--- src/rtl/core/rss_ram.sv ---
// Generic single-write, single-read synchronous RAM with registered read data.
module rss_ram #(
    parameter int WIDTH = 8,
    parameter int DEPTH = 16
) (
    input  logic                     clk,
    input  logic                     we,
    input  logic [$clog2(DEPTH)-1:0] waddr,
    input  logic [WIDTH-1:0]         wdata,
    input  logic [$clog2(DEPTH)-1:0] raddr,
    output logic [WIDTH-1:0]         rdata
);

    logic [WIDTH-1:0] mem_reg [DEPTH];
    logic [WIDTH-1:0] rdata_reg;

    always_ff @(posedge clk) begin
        if (we) begin
            mem_reg[waddr] <= wdata;
        end
        rdata_reg <= mem_reg[raddr];
    end

    assign rdata = rdata_reg;

endmodule

--- config.mk ---
export PLATFORM = sky130hd
export DESIGN_NAME = rss_ram
export DESIGN_NICKNAME = d
export VERILOG_FILES = /design/src/rtl/core/rss_ram.sv
export SDC_FILE = /design/constraint.sdc
export NUM_CORES = 1
export LEC_CHECK = 0
export BUFFER_PORTS_ARGS = -buffer_cell sky130_fd_sc_hd__buf_2
export CAP_MARGIN = 20
export CORE_AREA = 2 2 117 119
export CTS_BUF_LIST = sky130_fd_sc_hd__clkbuf_16
export DETAILED_ROUTE_END_ITERATION = 8
export DIE_AREA = 0 0 119 121
export HOLD_SLACK_MARGIN = 0.12
export PLACE_DENSITY_LB_ADDON = 0.3
export SLEW_MARGIN = 20
export SYNTH_ARGS = -nofsm -noshare
export SYNTH_HDL_FRONTEND = slang
export SYNTH_SLANG_ARGS = --single-unit
export TNS_END_PERCENT = 5
--- constraint.sdc ---
create_clock -name clk -period 2.5 [get_ports clk]
set_input_delay 0.5 -clock clk [delete_from_list [all_inputs] [get_ports clk]]
set_output_delay 0.5 -clock clk [all_outputs]
set_load 0.05 [all_outputs]
==> impl_metrics.csv, run 1 <==
group,metric,value,unit
clock_tree,cts.path.max_buffers,2,
worst_setup_path,rrSetupSlack,1.14,ns
synth,ys_seq_area_share,77.78,%
global_route,grt_pass1_wl,15270,um
synth,synthCells,229,
final_layout,drive_above_1_share,31.19,%
sta,fmax,0.6397,GHz
worst_setup_path,end_kind,"flip-flop",
sta,hold_viol_final,0,
sta,fin_crit_sh,62.53,%
global_route,first_global_vias,2455,
synth,synth_area_per_cell,22.48,sq um
sta,final.min_clock_period,1.563,ns
worst_setup_path,cp.arrival,1.85,ns
routing,drt_iter0_drc,297,
synth,synth-edff-count,128,
clock_tree,cts-root-buf,"clkbuf_16",
power_and_ir_drop,p_per_area,895.5,nW/um^2
synth,synth_area,5147,sq um
floorplan,start_util,39.34,%
clock_tree,worstSkewPairLatency,0.42,ns
sta,finalSetupTns,0,ns
place,gp_congestion,0.6937,
synth,ys_seq_elements,136,
global_route,grt_max_degree,33,
sta,relSlewSlack,57.71,%
floorplan,fp-row-count,42,
clock_tree,holdBufCountCts,0,
routing,vias_per_cell,5.038,
synth,syn_nets,247,
sta,rsz0062_at_grt,"no",
routing,wirelength,9758,um
global_route,grt_util_met1,18.91,%
global_route,grt_overflow,0,
sta,setup_viol,0,
synth,synth_commonest_cells,"edfxtp_1 (128), mux4_2 (18), a22oi_1 (16), mux4_1 (14), nor2_1 (13)",
global_route,grt_use_met3,3.759,%
floorplan,die-width,119,um
synth,yosysUniqueCellTypes,19,
min_path,min_path_type,"input port to flip-flop",
final_layout,fill_cells,1063,
final_layout,num_antenna_cells,0,
floorplan,die-area,14400,sq um
final_layout,final_area,6230,sq um
synth,post_synth_main_area_contributors,"edfxtp_1 (75%), mux4_2 (7.9%), mux4_1 (7.1%), dfxtp_1 (3.1%), a22oi_1 (2.3%)",
floorplan,die_h,121,um
sta,slew_violations,0,
worst_setup_path,worst_setup_path_start_kind,"input port",
clock_tree,cts_resized,0,
power_and_ir_drop,vdd_drop_max,0.0005253,V
routing,drc,0,
clock_tree,post_cts_buffers,0,
global_route,grt_busiest_layer,"met2",
place,place_hpwl,6140,um
place,io_buffers,25,
synth,synth-async-reset-ratio,0,%
clock_tree,h-tree-depth,4,
synth,synth_most_common_cell,"edfxtp_1",
final_layout,nets,300,
floorplan,ios,26,
worst_setup_path,required,2.79,ns
global_route,met2_usage,24.93,%
synth,yosysWarnings,0,
routing,num_vias,2373,
clock_tree,clk_pin_slew_worst_paths,0.05,ns
routing,wire_per_inst,20.72,um
final_layout,area_growth,21.03,%
status,status,"completed",
clock_tree,cts_tree,"done",
floorplan,core_area,13090,sq um
power_and_ir_drop,p_leak,2.120,nW
routing,drt-pass1-iter-count,7,
worst_setup_path,cp_max_fo,32,
global_route,antenna_found_initial,0,
routing,antenna_left,0,
synth,ys.flop_type,"edfxtp_1",
final_layout,largest_reg_flops,128,
worst_setup_path,path_class,"input port to flip-flop",
job,max_cap_viol_count,0,
sta,worst_clock_skew,0.01383,ns
place,place_area,5574,sq um
clock_tree,cts_inserted_buffers,17,
global_route,grt_usage,15.16,%
synth,yosysTopAreaCell,"edfxtp_1",
sta,worst_pin_slew,0.6321,ns
clock_tree,cts.sinks,136,
synth,yosysTopAreaCellShare,74.67,%
[routing by layer]
layer | vias to the layer above | share of wire (%) | routed length [um]
met3 | 16 | 6.0 | 589
met5 | - | 0 | 0
met1 | 1205 | 42 | 4058
met2 | 74 | 50 | 4910
met4 | 0 | 2.0 | 200
li1 | 1078 | - | -
[power by group]
part,internal [mW],switching (mW),leakage [nW]
registers,2.55,0.0153,1.22
logic,0.103,0.181,0.581
clock network,1.85,0.877,0.316
total,4.51,1.07,2.12
[cells in the final DEF, fill, tap and decap left out, drive strengths merged]
master / instances
a22oi: 16
and2: 1
and2b: 1
buf: 44
bufinv: 6
clkbuf: 17
clkinv: 6
clkinvlp: 2
dfxtp: 8
edfxtp: 128
inv: 1
mux4: 32
nand2: 9
nand2b: 2
nand3: 1
nand3b: 2
nor2: 13
nor2b: 1
nor3: 4
or3b: 1
[critical path: stages]
cell,delay (ns)
buf_2,0.10
buf_12,0.25
mux4_1,0.58
a22oi_1,0.32
nand2_1,0.08
[area by class of cell]
type / instances / area [sq um] / area share [%]
multi-input combinational: 83 / 1057 / 16.97
timing repair buffer: 44 / 292.8 / 4.700
clock inverter: 15 / 230.2 / 3.696
clock buffer: 17 / 425.4 / 6.829
sequential: 136 / 4004 / 64.27
tap: 176 / 220.2 / 3.535
[worst paths after layout]
| path | to | startpoint | depth (start not counted) |
|---|---|---|---|
| setup reg to reg | rdata[3] | mem_reg[9][3] | 3 |
| hold / removal | mem_reg[6][1] | wdata[1] | 1 |
| hold reg to reg | rdata[4] | mem_reg[11][4] | 3 |
| setup / recovery | rdata[2] | raddr[0] | 5 |
[per-stage QoR]
stage | power (mW) | setup slack [ns] | util (%) | instances | hold slack, ns
after floorplan | 2.790 | 0.5071 | - | 229 | 0.5989
after global placement | 2.895 | 0.4991 | 42.60 | 439 | 0.6549
after detailed placement | 2.902 | 0.4969 | 42.60 | 439 | 0.6500
after CTS | 5.639 | 0.9262 | 47.61 | 471 | 0.4566
after global routing | 5.753 | 0.8860 | 47.61 | 471 | 0.4783
final | 5.579 | 0.9367 | 47.61 | 471 | 0.4634
[kinds of logic after synthesis]
group,count (synthesis),share of synthesized area (%)
muxes,32,15.02
AOI/OAI and AO/OA,16,2.334
buffers and inverters,10,1.677
and+or+nand+nor,35,3.184
DFF,136,77.78
Power figures use the tool's default switching activity.
==> run 2, diff against run 1 <==
Clock period 2.5 ns to 1.44 ns, I/O delays scaled along.
==> run 2 against run 1 <==
Effect of this change:
- final cell count is 1.9% higher
- register-to-register slack worse by 1.1 ns
- worst setup slack worse by 0.87 ns
- design area is 0.78% lower
- global-route usage is 0.29 points higher
- power is 54% higher
- critical endpoint is now rdata[4]
==> impl_metrics.csv, run 2 (same netlist as run 1, synthesis figures left out) <==
group,metric,value,unit
sta,fin_crit_sh,95.24,%
power_and_ir_drop,total_power,8.605,mW
min_path,min_path_type,"input port to flip-flop",
clock_tree,cts.path.max_buffers,2,
worst_setup_path,end_kind,"output pin",
routing,antenna_left,0,
final_layout,num_antenna_cells,0,
place,io_buffers,25,
final_layout,nets,309,
global_route,grt_util_met1,19.69,%
floorplan,die-width,119,um
worst_setup_path,cp.arrival,1.08,ns
sta,hold_viol_final,0,
final_layout,drive_above_1_share,32.57,%
worst_setup_path,path_class,"flip-flop to output pin",
worst_setup_path,critical_path.top_delay_family,"flip-flops",
global_route,grt_overflow,0,
sta,final.min_clock_period,1.371,ns
clock_tree,clk_pin_slew_worst_paths,0.06,ns
floorplan,die_h,121,um
routing,drt-pass1-iter-count,4,
worst_setup_path,path_cells,"buf_2",
floorplan,fp-row-count,42,
place,place_area,5672,sq um
worst_setup_path,critical-path-max-stage-delay,0.38,ns
routing,drt_iter0_drc,225,
clock_tree,post_cts_buffers,0,
clock_tree,cts-root-buf,"clkbuf_16",
floorplan,core_area,13090,sq um
routing,num_vias,2410,
global_route,grt_max_degree,21,
worst_setup_path,critPathSlowestCell,"dfxtp_1",
floorplan,die-area,14400,sq um
sta,worst_clock_skew,0.003586,ns
final_layout,final_area,6181,sq um
floorplan,start_util,39.34,%
global_route,met2_usage,24.46,%
final_layout,layout_common_cells,"edfxtp_1 (128), buf_2 (25), buf_4 (24)",
job,max_cap_viol_count,0,
place,placed_cells,448,
power_and_ir_drop,p_leak,2.120,nW
worst_setup_path,cp_max_fo,1,
place,gp_congestion,0.6861,
power_and_ir_drop,vdd_drop_max,0.0008937,V
final_layout,largest_reg_flops,128,
sta,setup_viol,0,
floorplan,ios,26,
routing,wire_per_inst,21.04,um
status,status,"completed",
min_path,min_path_cells,1,
global_route,grt_busiest_layer,"met2",
clock_tree,cts_tree,"done",
worst_setup_path,ff2ff_path_depth,3,
final_layout,area_growth,20.08,%
final_layout,final_common_cell,"edfxtp_1",
global_route,grt_usage,15.45,%
clock_tree,cts_inserted_buffers,17,
sta,worst_pin_slew,0.8078,ns
routing,wirelength,10100,um
clock_tree,h-tree-depth,4,
worst_setup_path,required,1.15,ns
worst_setup_path,rrSetupSlack,0.08,ns
sta,fmax,0.7291,GHz
place,pre_cts_slack,-0.2816,ns
place,place_hpwl,6485,um
routing,vias_per_cell,5.021,
worst_setup_path,timing.rr.end,"rdata[5]",
sta,hold_ws,0.2649,ns
global_route,antenna_found_initial,0,
global_route,first_global_vias,2571,
final_layout,fin_cells,480,
sta,fin_ws,0.06851,ns
global_route,grt_pass1_wl,15410,um
sta,relSlewSlack,46.04,%
sta,slew_violations,0,
sta,rsz0062_at_grt,"no",
worst_setup_path,rr_startpoint,"mem_reg[1][5]",
worst_setup_path,crit_cells,1,
power_and_ir_drop,p_per_area,1392,nW/um^2
clock_tree,holdBufCountCts,0,
clock_tree,worstSkewPairLatency,0.41,ns
worst_setup_path,startpoint,"rdata[4]",
routing,drc,0,
min_path,min_from,"wdata[7]",
worst_setup_path,timing.critical_path.buf_inv,1,
global_route,grt_use_met3,5.686,%
min_path,holdPathEnd,"mem_reg[15][7]",
worst_setup_path,worst_setup_path_start_kind,"flip-flop",
clock_tree,cts.sinks,136,
-- run 2: metal layers --
metal	up-vias	wire length [um]
met4	0	133
met5	-	0
li1	1095	-
met2	42	5068
met3	8	354
met1	1265	4543
-- run 2: worst max-delay path by stage --
stage | slack (ns) | to
4_1_cts | 0.04 | rdata[4]
3_5_place_dp | -0.28 | rdata[4]
2_1_floorplan | -0.11 | mem_reg[3][0]
3_3_place_gp | -0.29 | rdata[4]
6_report | 0.07 | rdata[4]
5_1_grt | 0.02 | rdata[5]
-- run 2: layout make-up --
| cell class | count | area (sq um) |
|---|---|---|
| clock buffer | 17 | 425.4 |
| tap | 176 | 220.2 |
| multi-input combinational | 83 | 1072 |
| timing repair buffer | 53 | 385.4 |
| fill | 1080 | 6904 |
| sequential | 136 | 4004 |
| clock inverter | 15 | 73.82 |
-- run 2: what timing repair did --
action	CTS	global route
endpoints found under the setup margin	0	2
gates resized for setup	0	2
endpoints found under the hold margin	0	0
-- run 2: power by group --
group	total (mW)	leakage, nW	internal (mW)	switching [mW]
Combinational	0.528	0.635	0.203	0.326
Sequential	4.45	1.22	4.43	0.0250
Clock	3.62	0.261	2.13	1.49
Total	8.60	2.12	6.76	1.84
-- run 2: per-stage QoR --
| stage | util (%) | TNS [ns] |
|---|---|---|
| 2_1_floorplan | - | -4.158 |
| 3_3_place_gp | 43.34 | -4.989 |
| 3_5_place_dp | 43.34 | -5.281 |
| 4_1_cts | 47.16 | 0 |
| 5_1_grt | 47.24 | 0 |
| 6_report | 47.24 | 0 |
