==> src/rtl/core/rss_pkg.sv <==
// Shared constants for the random sample set: widths, operation kinds and status codes.
package rss_pkg;

    localparam int VALUE_SPACE = 1024;
    localparam int VAL_W       = $clog2(VALUE_SPACE);
    localparam int CNT_W       = VAL_W + 1;
    localparam int RND_W       = 15;

    localparam int S_TDATA_W   = ((VAL_W + RND_W + 7) / 8) * 8;
    localparam int M_TDATA_W   = ((VAL_W + CNT_W + 7) / 8) * 8;
    localparam int KIND_W      = 2;
    localparam int STATUS_W    = 2;

    localparam logic [KIND_W-1:0] KIND_INSERT = 2'd0;
    localparam logic [KIND_W-1:0] KIND_DELETE = 2'd1;
    localparam logic [KIND_W-1:0] KIND_SAMPLE = 2'd2;

    localparam logic [STATUS_W-1:0] ST_OK       = 2'd0;
    localparam logic [STATUS_W-1:0] ST_DUP      = 2'd1;
    localparam logic [STATUS_W-1:0] ST_NOTFOUND = 2'd2;
    localparam logic [STATUS_W-1:0] ST_EMPTY    = 2'd3;

    // Entry of the per-value store: presence flag and slot in the dense store
    typedef struct packed {
        logic             present;
        logic [VAL_W-1:0] slot;
    } vent_t;

endpackage

==> src/rtl/core/rss_mod.sv <==
// Iterative restoring remainder unit: one dividend bit per cycle.
module rss_mod (
    input  logic                      aclk,
    input  logic                      aresetn,
    input  logic                      start,
    input  logic [rss_pkg::RND_W-1:0] dividend,
    input  logic [rss_pkg::CNT_W-1:0] divisor,
    output logic                      done,
    output logic [rss_pkg::CNT_W-1:0] remainder
);

    localparam int ITER_W = $clog2(rss_pkg::RND_W + 1);

    logic [rss_pkg::RND_W-1:0] dvd_reg, dvd_next;
    logic [rss_pkg::CNT_W-1:0] dsr_reg, dsr_next;
    logic [rss_pkg::CNT_W-1:0] rem_reg, rem_next;
    logic [ITER_W-1:0]         iter_reg, iter_next;
    logic                      busy_reg, busy_next;
    logic                      done_reg, done_next;
    logic [rss_pkg::CNT_W:0]   trial;

    // shift in the next dividend bit, subtract when it fits
    assign trial = {rem_reg, dvd_reg[rss_pkg::RND_W-1]};

    always_comb begin
        dvd_next  = dvd_reg;
        dsr_next  = dsr_reg;
        rem_next  = rem_reg;
        iter_next = iter_reg;
        busy_next = busy_reg;
        done_next = 1'b0;
        if (start) begin
            dvd_next  = dividend;
            dsr_next  = divisor;
            rem_next  = '0;
            iter_next = ITER_W'(rss_pkg::RND_W);
            busy_next = 1'b1;
        end else if (busy_reg) begin
            dvd_next = {dvd_reg[rss_pkg::RND_W-2:0], 1'b0};
            if (trial >= {1'b0, dsr_reg}) begin
                rem_next = rss_pkg::CNT_W'(trial - {1'b0, dsr_reg});
            end else begin
                rem_next = trial[rss_pkg::CNT_W-1:0];
            end
            iter_next = iter_reg - ITER_W'(1);
            if (iter_reg == ITER_W'(1)) begin
                busy_next = 1'b0;
                done_next = 1'b1;
            end
        end
    end

    always_ff @(posedge aclk) begin
        if (!aresetn) begin
            busy_reg <= 1'b0;
            done_reg <= 1'b0;
            iter_reg <= '0;
        end else begin
            busy_reg <= busy_next;
            done_reg <= done_next;
            iter_reg <= iter_next;
        end
        dvd_reg <= dvd_next;
        dsr_reg <= dsr_next;
        rem_reg <= rem_next;
    end

    assign done      = done_reg;
    assign remainder = rem_reg;

endmodule

==> config.mk <==
export PLATFORM = sky130hd
export DESIGN_NAME = rss_mod
export DESIGN_NICKNAME = d
export VERILOG_FILES = /design/src/rtl/core/rss_pkg.sv /design/src/rtl/core/rss_mod.sv
export SDC_FILE = /design/constraint.sdc
export NUM_CORES = 1
export LEC_CHECK = 0
export ABC_AREA = 1
export BUFFER_PORTS_ARGS = -buffer_cell sky130_fd_sc_hd__buf_2
export CAP_MARGIN = 20
export CORE_MARGIN = 5
export CORE_UTILIZATION = 45
export DETAILED_ROUTE_END_ITERATION = 12
export GPL_TIMING_DRIVEN = 0
export MAX_ROUTING_LAYER = met4
export PLACE_DENSITY = 0.77
export SETUP_SLACK_MARGIN = 0.5
export SLEW_MARGIN = 20
export SYNTH_ARGS = -nofsm -noshare
export SYNTH_HDL_FRONTEND = slang
export SYNTH_SLANG_ARGS = --single-unit
==> constraint.sdc <==
create_clock -name aclk -period 2.6 [get_ports aclk]
set_clock_uncertainty 0.1 [all_clocks]
set_input_delay 0.26 -clock aclk [delete_from_list [all_inputs] [get_ports aclk]]
set_output_delay 0.26 -clock aclk [all_outputs]
set_load 0.05 [all_outputs]
==> impl_metrics.tcl, run 1 <==
set metrics [dict create \
    outcome "finished, final reports clean" \
    hold_viol 0 \
    grt_max_degree 21 \
    setup_viol 0 \
    fin_crit_sh_pct 77.80 \
    synthAdderAreaFrac_pct 7.203 \
    syn-instance-count 331 \
    synth_compound_area_share_pct 3.503 \
    cp-start-kind "flip-flop" \
    crit_path_end "remainder[9]$_SDFFE_PP0P_" \
    yosysWarnings 0 \
    synth_cell_types 28 \
    clock_path_buffers 2 \
    required_ps 2690 \
    final_cell_mix "114 x nand2_1, 59 x inv_1, 44 x buf_2" \
    place_worst_setup_slack_ps 404.9 \
    p_leak_nw 1.583 \
    antenna_found_initial 0 \
    die-area_um2 7238 \
    relSlewSlack_pct 58.79 \
    synth_mux_area_share_pct 0 \
    rr_startpoint "dsr_reg[0]$_DFFE_PP_" \
    first_pass_iters 4 \
    reg2reg_slack_ps 580 \
    crit_path_start "dsr_reg[0]$_DFFE_PP_" \
    max_freq_ghz 0.4944 \
    crit_family "simple AND/OR/NAND/NOR gates" \
    grt_setup_unrepaired "no" \
    avgSynthCellArea_um2 7.662 \
    gr-max-usage-layer "met2" \
    maxSlewViolCount 0 \
    portBuffers 40 \
    numCtsBuffers 5 \
    grt_pass1_vias 2111 \
    synth_top_family_by_area "simple AND/OR/NAND/NOR gates" \
    crit_arrival_ps 2120 \
    slowest_delay_ps 390 \
    crit_path_end_kind "flip-flop" \
    row_count 27 \
    hp-class "in -> reg" \
    diodes 0 \
    post-route-drc-count 0 \
    finalNetCount 424 \
    worstPathBufferInverterCount 2 \
    path_cells "ha_2 > fa_2 > inv_2 > nand2_1 > nand2_2 > nand2_2 > nand2_2 > nand2_4 > nand3_4 > clkbuf_16 > nand3_2 > nand2_1 > nand2_1" \
    gp_congestion 0.9245 \
    pin_count 41 \
    synth_xor_area_share_pct 1.036 \
    dr.first_iter.drc_count 164 \
    yosys.area_share.simple_pct 32.02 \
    tritoncts "yes" \
    ff2ff_path_depth 13 \
    seq_area_frac_synth_pct 44.20 \
    grt_pass1_wl_um 8963 \
    clock-sinks 43 \
    htree_levels 2 \
    largest_reg_flops 15 \
    fillerInstances 526 \
    worstSetupPathType "reg -> reg" \
    synth-seq-cells 43 \
    dp_hpwl_um 4004 \
    grt_use_met3_pct 2.718 \
    grtUsageMet2_pct 24.86 \
    cp_num_cells 13 \
    rr_endpoint "remainder[9]$_SDFFE_PP0P_" \
    critPathSlowestCell "fa_2" \
    fin_ws_ps 577.1 \
    syn_area_um2 2536 \
    initial_utilization_pct 46.06 \
    finalWirelength_um 5422 \
    clock-root-buffer "clkbuf_8" \
    viasPerCell 4.868 \
    drv_cap 0 \
    grt_util_all_layers_pct 15.75 \
    final_common_cell "nand2_1" \
    design_power_total_mw 1.458 \
    cp_max_fo 5 \
    die_x_um 85.08 \
    antenna_left 0 \
    power_density_nw_per_um2 489.2 \
    clk_pin_slew_ps 90 \
    grt-ovfl-total 0 \
    drive_above_1_share_pct 21.20 \
    core_um2 5507 \
    area_delta_synth_final_pct 17.51 \
    vias 2210 \
    tns_ps 0 \
    finalCriticalPeriod_ps 2023 \
    worst_pin_slew_ps 615.9 \
    synth_fp_nets 374 \
    die_h_um 85.08 \
    wl_per_cell_um 11.94 \
    ir_drop_mv 0.3820 \
    hold_ws_ps 27.49 \
    insertion_delay_ps 300 \
    grt_util_met1_pct 18.86 \
]
==> worst register-to-register path, stage by stage, from the launching register on <==
cell       delay [ps]
edfxtp_1          380
ha_2              210
fa_2              390
inv_2              70
nand2_1            50
nand2_2            70
nand2_2            60
nand2_2            80
nand2_4            70
nand3_4           100
clkbuf_16         160
nand3_2            70
nand2_1            70
nand2_1            40
==> layer usage <==
layer / share of wire (%) / up-vias / wire length (um)
li1: - / 1142 / -
met1: 45 / 985 / 2436
met2: 46 / 62 / 2481
met3: 5.1 / 21 / 274
met4: 4.2 / 0 / 229
met5: 0 / - / 0
==> cells in the mapped netlist <==
cell type,instances,area share (%)
inv_1,60,8.9
nand4_1,15,3.7
buf_6,2,0.89
a31oi_1,1,0.25
nor4_1,1,0.25
nand2_2,6,1.5
buf_4,2,0.59
o21ai_1,5,0.99
a21oi_1,5,0.99
nor2_2,1,0.25
buf_2,4,0.79
dfxtp_1,17,13
clkbuf_1,1,0.15
or2_0,1,0.25
inv_2,3,0.44
ha_1,13,6.4
a21oi_2,1,0.35
a221oi_1,1,0.35
buf_1,1,0.15
edfxtp_1,26,31
nand3_2,7,2.8
xor2_1,3,1.0
nor2_1,12,1.8
nand3_1,23,4.5
fa_1,1,0.79
clkinv_1,1,0.15
nand2_1,115,17
o21ai_0,3,0.59
==> power breakdown <==
group / switching [mW] / internal [mW]
Combinational: 0.154 / 0.0883
Clock: 0.232 / 0.190
Sequential: 0.0163 / 0.778
Total: 0.402 / 1.06
==> cell type report <==
cell class	count	area, um2	share of cell area [%]
buffer	10	68.82	2.309
clock buffer	7	76.32	2.561
clock inverter	1	7.507	0.2519
multi-input combinational	214	1135	38.08
sequential	43	1122	37.66
tap	72	90.09	3.023
inverter	64	240.2	8.060
timing repair buffer	43	240.2	8.060
==> worst min path at each step <==
stage                          start              endpoint  depth (start not counted)
after floorplan           divisor[0]  dsr_reg[0]$_DFFE_PP_                          0
after global placement    divisor[8]  dsr_reg[8]$_DFFE_PP_                          1
after detailed placement  divisor[8]  dsr_reg[8]$_DFFE_PP_                          1
after CTS                 divisor[2]  dsr_reg[2]$_DFFE_PP_                          1
after global routing      divisor[4]  dsr_reg[4]$_DFFE_PP_                          1
final                     divisor[2]  dsr_reg[2]$_DFFE_PP_                          1
==> logic make-up (layout without fill, tap and decap cells) <==
logic type                 Yosys count  in the layout
xor gates and xnor gates             3              3
buffers and inverters               74            125
AOI/OAI and AO/OA                   16             16
adders and majority gates           14             14
and+or+nand+nor                    181            181
DFF                                 43             43
==> repair_timing <==
item | CTS | global route
hold buffers | 0 | 0
resized for setup | 3 | 5
setup buffers | 0 | 2
endpoints found under the setup margin | 10 | 10
pin swaps | 0 | 2
gates cloned | 0 | 1
endpoints found under the hold margin | 0 | 0
==> metrics by stage <==
stage / instance area (um2) / instances / utilization, %
floorplan: 2537 / 331 / -
global placement: 2828 / 443 / 51.35
detailed placement: 2828 / 443 / 51.35
CTS: 2918 / 451 / 52.99
global route: 2980 / 454 / 54.12
finish: 2980 / 454 / 54.12
No activity file was read; power rests on OpenSTA's default activity.
==> run 2: changes to the inputs <==
Clock period 2.6 ns to 2 ns, I/O delays scaled along.
==> impl_metrics.tcl, run 2 (synthesis results as in run 1) <==
set metrics [dict create \
    insertion_delay_ps 290 \
    cp_max_fo 5 \
    die_h_um 85.08 \
    area_delta_synth_final_pct 26.25 \
    grt_setup_unrepaired "yes" \
    wl_per_cell_um 12.06 \
    place_worst_setup_slack_ps -79.37 \
    worst_pin_slew_ps 549.5 \
    htree_levels 2 \
    fin_ws_ps -20.84 \
    clock-sinks 43 \
    max_freq_ghz 0.4948 \
    maxSlewViolCount 0 \
    finalCriticalPeriod_ps 2021 \
    die_x_um 85.08 \
    clk_pin_slew_ps 90 \
    grt_max_degree 21 \
    finalNetCount 442 \
    dr.first_iter.drc_count 156 \
    crit_path_start "dsr_reg[0]$_DFFE_PP_" \
    row_count 27 \
    vias 2354 \
    outcome "complete, but fails checks" \
    ir_drop_mv 0.4233 \
    clock-root-buffer "clkbuf_8" \
    core_um2 5507 \
    hold_ws_ps 62.64 \
    largest_reg_flops 15 \
    grt-ovfl-total 0 \
    worstSetupPathType "reg -> reg" \
    hold_start "aresetn" \
    grt_pass1_wl_um 9804 \
    final_cell_mix "109 x nand2_1, 58 x inv_1, 43 x buf_2" \
    grt_util_all_layers_pct 16.98 \
    final_util_pct 58.15 \
    antenna_left 0 \
    place_area_um2 2851 \
    numCtsBuffers 5 \
    design_area_um2 3202 \
    antenna_found_initial 0 \
    p_leak_nw 1.675 \
    required_ps 2070 \
    power_density_nw_per_um2 609.2 \
    gp_congestion 0.9501 \
    finalWirelength_um 5694 \
    post-route-drc-count 0 \
    final_common_cell "nand2_1" \
    crit_arrival_ps 2100 \
    crit_path_end_kind "flip-flop" \
    relSlewSlack_pct 63.23 \
    initial_utilization_pct 46.06 \
    hold_viol 0 \
    viasPerCell 4.987 \
    grt_pass1_vias 2279 \
    design_power_total_mw 1.951 \
    clock_path_buffers 2 \
    rr_startpoint "dsr_reg[0]$_DFFE_PP_" \
    die-area_um2 7238 \
    setup_viol 3 \
    drive_above_1_share_pct 26.50 \
    first_pass_iters 5 \
    pin_count 41 \
    tritoncts "yes" \
    diodes 0 \
    fin_crit_sh_pct 101.0 \
    dp_hpwl_um 4128 \
    hp-class "in -> reg" \
    cp-start-kind "flip-flop" \
    portBuffers 40 \
    drv_cap 0 \
    violations "setup timing" \
]
[run 2: cell types whose count changed in the layout (fill, tap and decap cells not counted), sizes merged]
cell | previous run | this run
buf | 51 | 58
clkinvlp | 1 | 3
dlygate4sd3 | 0 | 11
clkbuf | 9 | 7
[run 2: path summary, 6_finish.rpt]
path                                             endpoint  slack, ps  cells after the start
worst max-delay path            remainder[4]$_SDFFE_PP0P_        -20                     13
worst min-delay path             iter_reg[2]$_SDFFE_PN0P_         60                      3
worst max register to register  remainder[4]$_SDFFE_PP0P_        -20                     13
worst min register to register  remainder[6]$_SDFFE_PP0P_        370                      2
[run 2: per-layer routing]
layer / vias to the layer above / track usage [%] / routed length, um
li1: 1182 / - / -
met1: 1088 / 20.55 / 2440
met2: 73 / 28.67 / 2855
met3: 11 / 2.136 / 302
met4: 0 / 6.619 / 97
met5: - / - / 0
[run 2: per-stage QoR]
step | instances | setup TNS (ps)
2_1_floorplan | 331 | 0
3_3_place_gp | 443 | -297.5
3_5_place_dp | 443 | -284.0
4_1_cts | 472 | -191.8
5_1_grt | 472 | -971.8
6_report | 472 | -27.29
[run 2: worst max-delay path, stage by stage, from the launching register on]
cell	delay [ps]
edfxtp_1	420
ha_4	190
fa_2	360
inv_2	80
nand2_2	50
nand2_2	80
nand2_2	70
nand2_2	80
nand2_4	60
nand3_4	100
buf_8	140
nand2_2	50
nand3_2	70
o21ai_1	60
[run 2: area by class of cell]
| cell class | count | area (um2) |
|---|---|---|
| Timing Repair Buffer | 61 | 409.1 |
| Tap cell | 72 | 90.09 |
| Multi-Input combinational cell | 214 | 1157 |
| Clock buffer | 5 | 68.82 |
| Clock inverter | 3 | 20.02 |
| Inverter | 64 | 246.5 |
| Buffer | 10 | 71.32 |
| Sequential cell | 43 | 1139 |
| Fill cell | 516 | 2305 |
[run 2: power breakdown]
| group | internal [mW] | switching [mW] |
|---|---|---|
| Combinational | 0.153 | 0.215 |
| Clock | 0.243 | 0.307 |
| Sequential | 1.01 | 0.0229 |
| Total | 1.41 | 0.545 |
[run 2: repair_timing]
item / 4_1_cts / 5_1_grt
cloned: 1 / 0
pin swaps: 2 / 2
setup endpoints to repair: 30 / 37
endpoints found under the hold margin: 11 / 0
hold buffers: 11 / 0
setup buffers: 9 / 0
gates resized for setup: 10 / 5
==> run 3: changes to the inputs <==
Settings changed: CTS_CLUSTER_SIZE set to 24.
Clock period 2 ns to 2.2 ns, I/O delays scaled along.
==> impl_metrics.tcl, run 3 (synthesis results as in run 1) <==
set metrics [dict create \
    outcome "finished, final reports clean" \
    max_freq_ghz 0.4947 \
    gp_congestion 0.9501 \
    grt_util_all_layers_pct 17.00 \
    clock-root-buffer "clkbuf_8" \
    design_power_total_mw 1.770 \
    worstSetupPathType "reg -> reg" \
    grt_setup_unrepaired "yes" \
    die-area_um2 7238 \
    finalNetCount 442 \
    hp-class "in -> reg" \
    setup_viol 0 \
    relSlewSlack_pct 63.62 \
    vias 2318 \
    core_um2 5507 \
    cp-start-kind "flip-flop" \
    finalWirelength_um 5657 \
    grt_pass1_vias 2278 \
    dp_cells 443 \
    cp_max_fo 5 \
    crit_path_end_kind "flip-flop" \
    antenna_left 0 \
    diodes 0 \
    fin_crit_sh_pct 91.88 \
    place_area_um2 2851 \
    insertion_delay_ps 290 \
    initial_utilization_pct 46.06 \
    largest_reg_flops 15 \
    hold_ws_ps 77.16 \
    wl_per_cell_um 11.99 \
    viasPerCell 4.911 \
    finalCriticalPeriod_ps 2021 \
    antenna_found_initial 0 \
    row_count 27 \
    clock_path_buffers 2 \
    drv_cap 0 \
    clk_pin_slew_ps 90 \
    portBuffers 40 \
    tns_ps 0 \
    p_leak_nw 1.676 \
    first_pass_iters 4 \
    tritoncts "yes" \
    worst_pin_slew_ps 543.6 \
    post-route-drc-count 0 \
    grt_pass1_wl_um 9818 \
    maxSlewViolCount 0 \
    grt-ovfl-total 0 \
    htree_levels 2 \
    crit_arrival_ps 2100 \
    dp_hpwl_um 4128 \
    drive_above_1_share_pct 26.00 \
    clock-sinks 43 \
    pin_count 41 \
    final_cell_mix "110 x nand2_1, 58 x inv_1, 44 x buf_2" \
    die_h_um 85.08 \
    die_x_um 85.08 \
    final_cells 472 \
    design_area_um2 3193 \
    power_density_nw_per_um2 554.2 \
    numCtsBuffers 5 \
    dr.first_iter.drc_count 158 \
    required_ps 2270 \
    ir_drop_mv 0.3843 \
    area_delta_synth_final_pct 25.90 \
    final_common_cell "nand2_1" \
    grt_max_degree 21 \
    hold_viol 0 \
]
==> run 3: per-stage QoR <==
stage	util [%]	worst slack (ps)
2_1_floorplan	-	363.7
3_3_place_gp	51.78	124.7
3_5_place_dp	51.78	120.6
4_1_cts	57.51	167.4
5_1_grt	57.99	95.79
6_report	57.99	178.6
==> run 3: path summary, 6_finish.rpt <==
kind                                           startpoint                        end  slack (ps)  depth (start not counted)
worst max register to register       dsr_reg[0]$_DFFE_PP_  remainder[4]$_SDFFE_PP0P_         180                         13
worst min-delay path                              aresetn   iter_reg[2]$_SDFFE_PN0P_          80                          3
worst min register to register  remainder[6]$_SDFFE_PP0P_  remainder[6]$_SDFFE_PP0P_         380                          2
worst max-delay path                 dsr_reg[0]$_DFFE_PP_  remainder[4]$_SDFFE_PP0P_         180                         13
==> run 3: area by class of cell <==
class	instances	area, um2
plain buffers	10	68.82
clock buffers	5	68.82
clock inverters	3	20.02
fillers	517	2313
inverters	64	242.7
multi-input cells	214	1155
flip-flops and latches	43	1139
well taps	72	90.09
repair buffers	61	409.1
==> run 3: where the power goes <==
part / total [mW] / leakage (nW) / internal, mW / switching (mW)
Sequential: 0.939 / 0.407 / 0.918 / 0.0209
Combinational: 0.331 / 1.23 / 0.138 / 0.194
Clock: 0.500 / 0.0402 / 0.221 / 0.278
==> run 3: metal layers <==
| metal | GRT usage [%] | part of all wire (%) | routed length [um] | up-vias |
|---|---|---|---|---|
| met5 | - | 0 | 0 | - |
| met4 | 6.619 | 2.3 | 128 | 0 |
| met3 | 2.136 | 4.8 | 270 | 11 |
| met2 | 28.60 | 50 | 2807 | 58 |
| met1 | 20.68 | 43 | 2450 | 1069 |
| li1 | - | - | - | 1180 |
==> run 3: worst max-delay path, stage by stage, from the launching register on <==
cell and delay [ps]:
edfxtp_1 420, ha_4 190, fa_2 360, inv_2 80
nand2_2 50, nand2_2 80, nand2_2 70, nand2_2 80
nand2_4 60, nand3_4 100, buf_8 140, nand2_2 50
nand3_2 70, o21ai_1 60
==> run 3: timing repair <==
| item | in CTS | in global routing |
|---|---|---|
| pin swaps | 2 | 2 |
| setup endpoints to repair | 11 | 26 |
| gates resized for setup | 10 | 2 |
| hold buffers | 9 | 2 |
| hold endpoints to repair | 9 | 2 |
| buffers inserted | 9 | 0 |
| cloned | 1 | 0 |
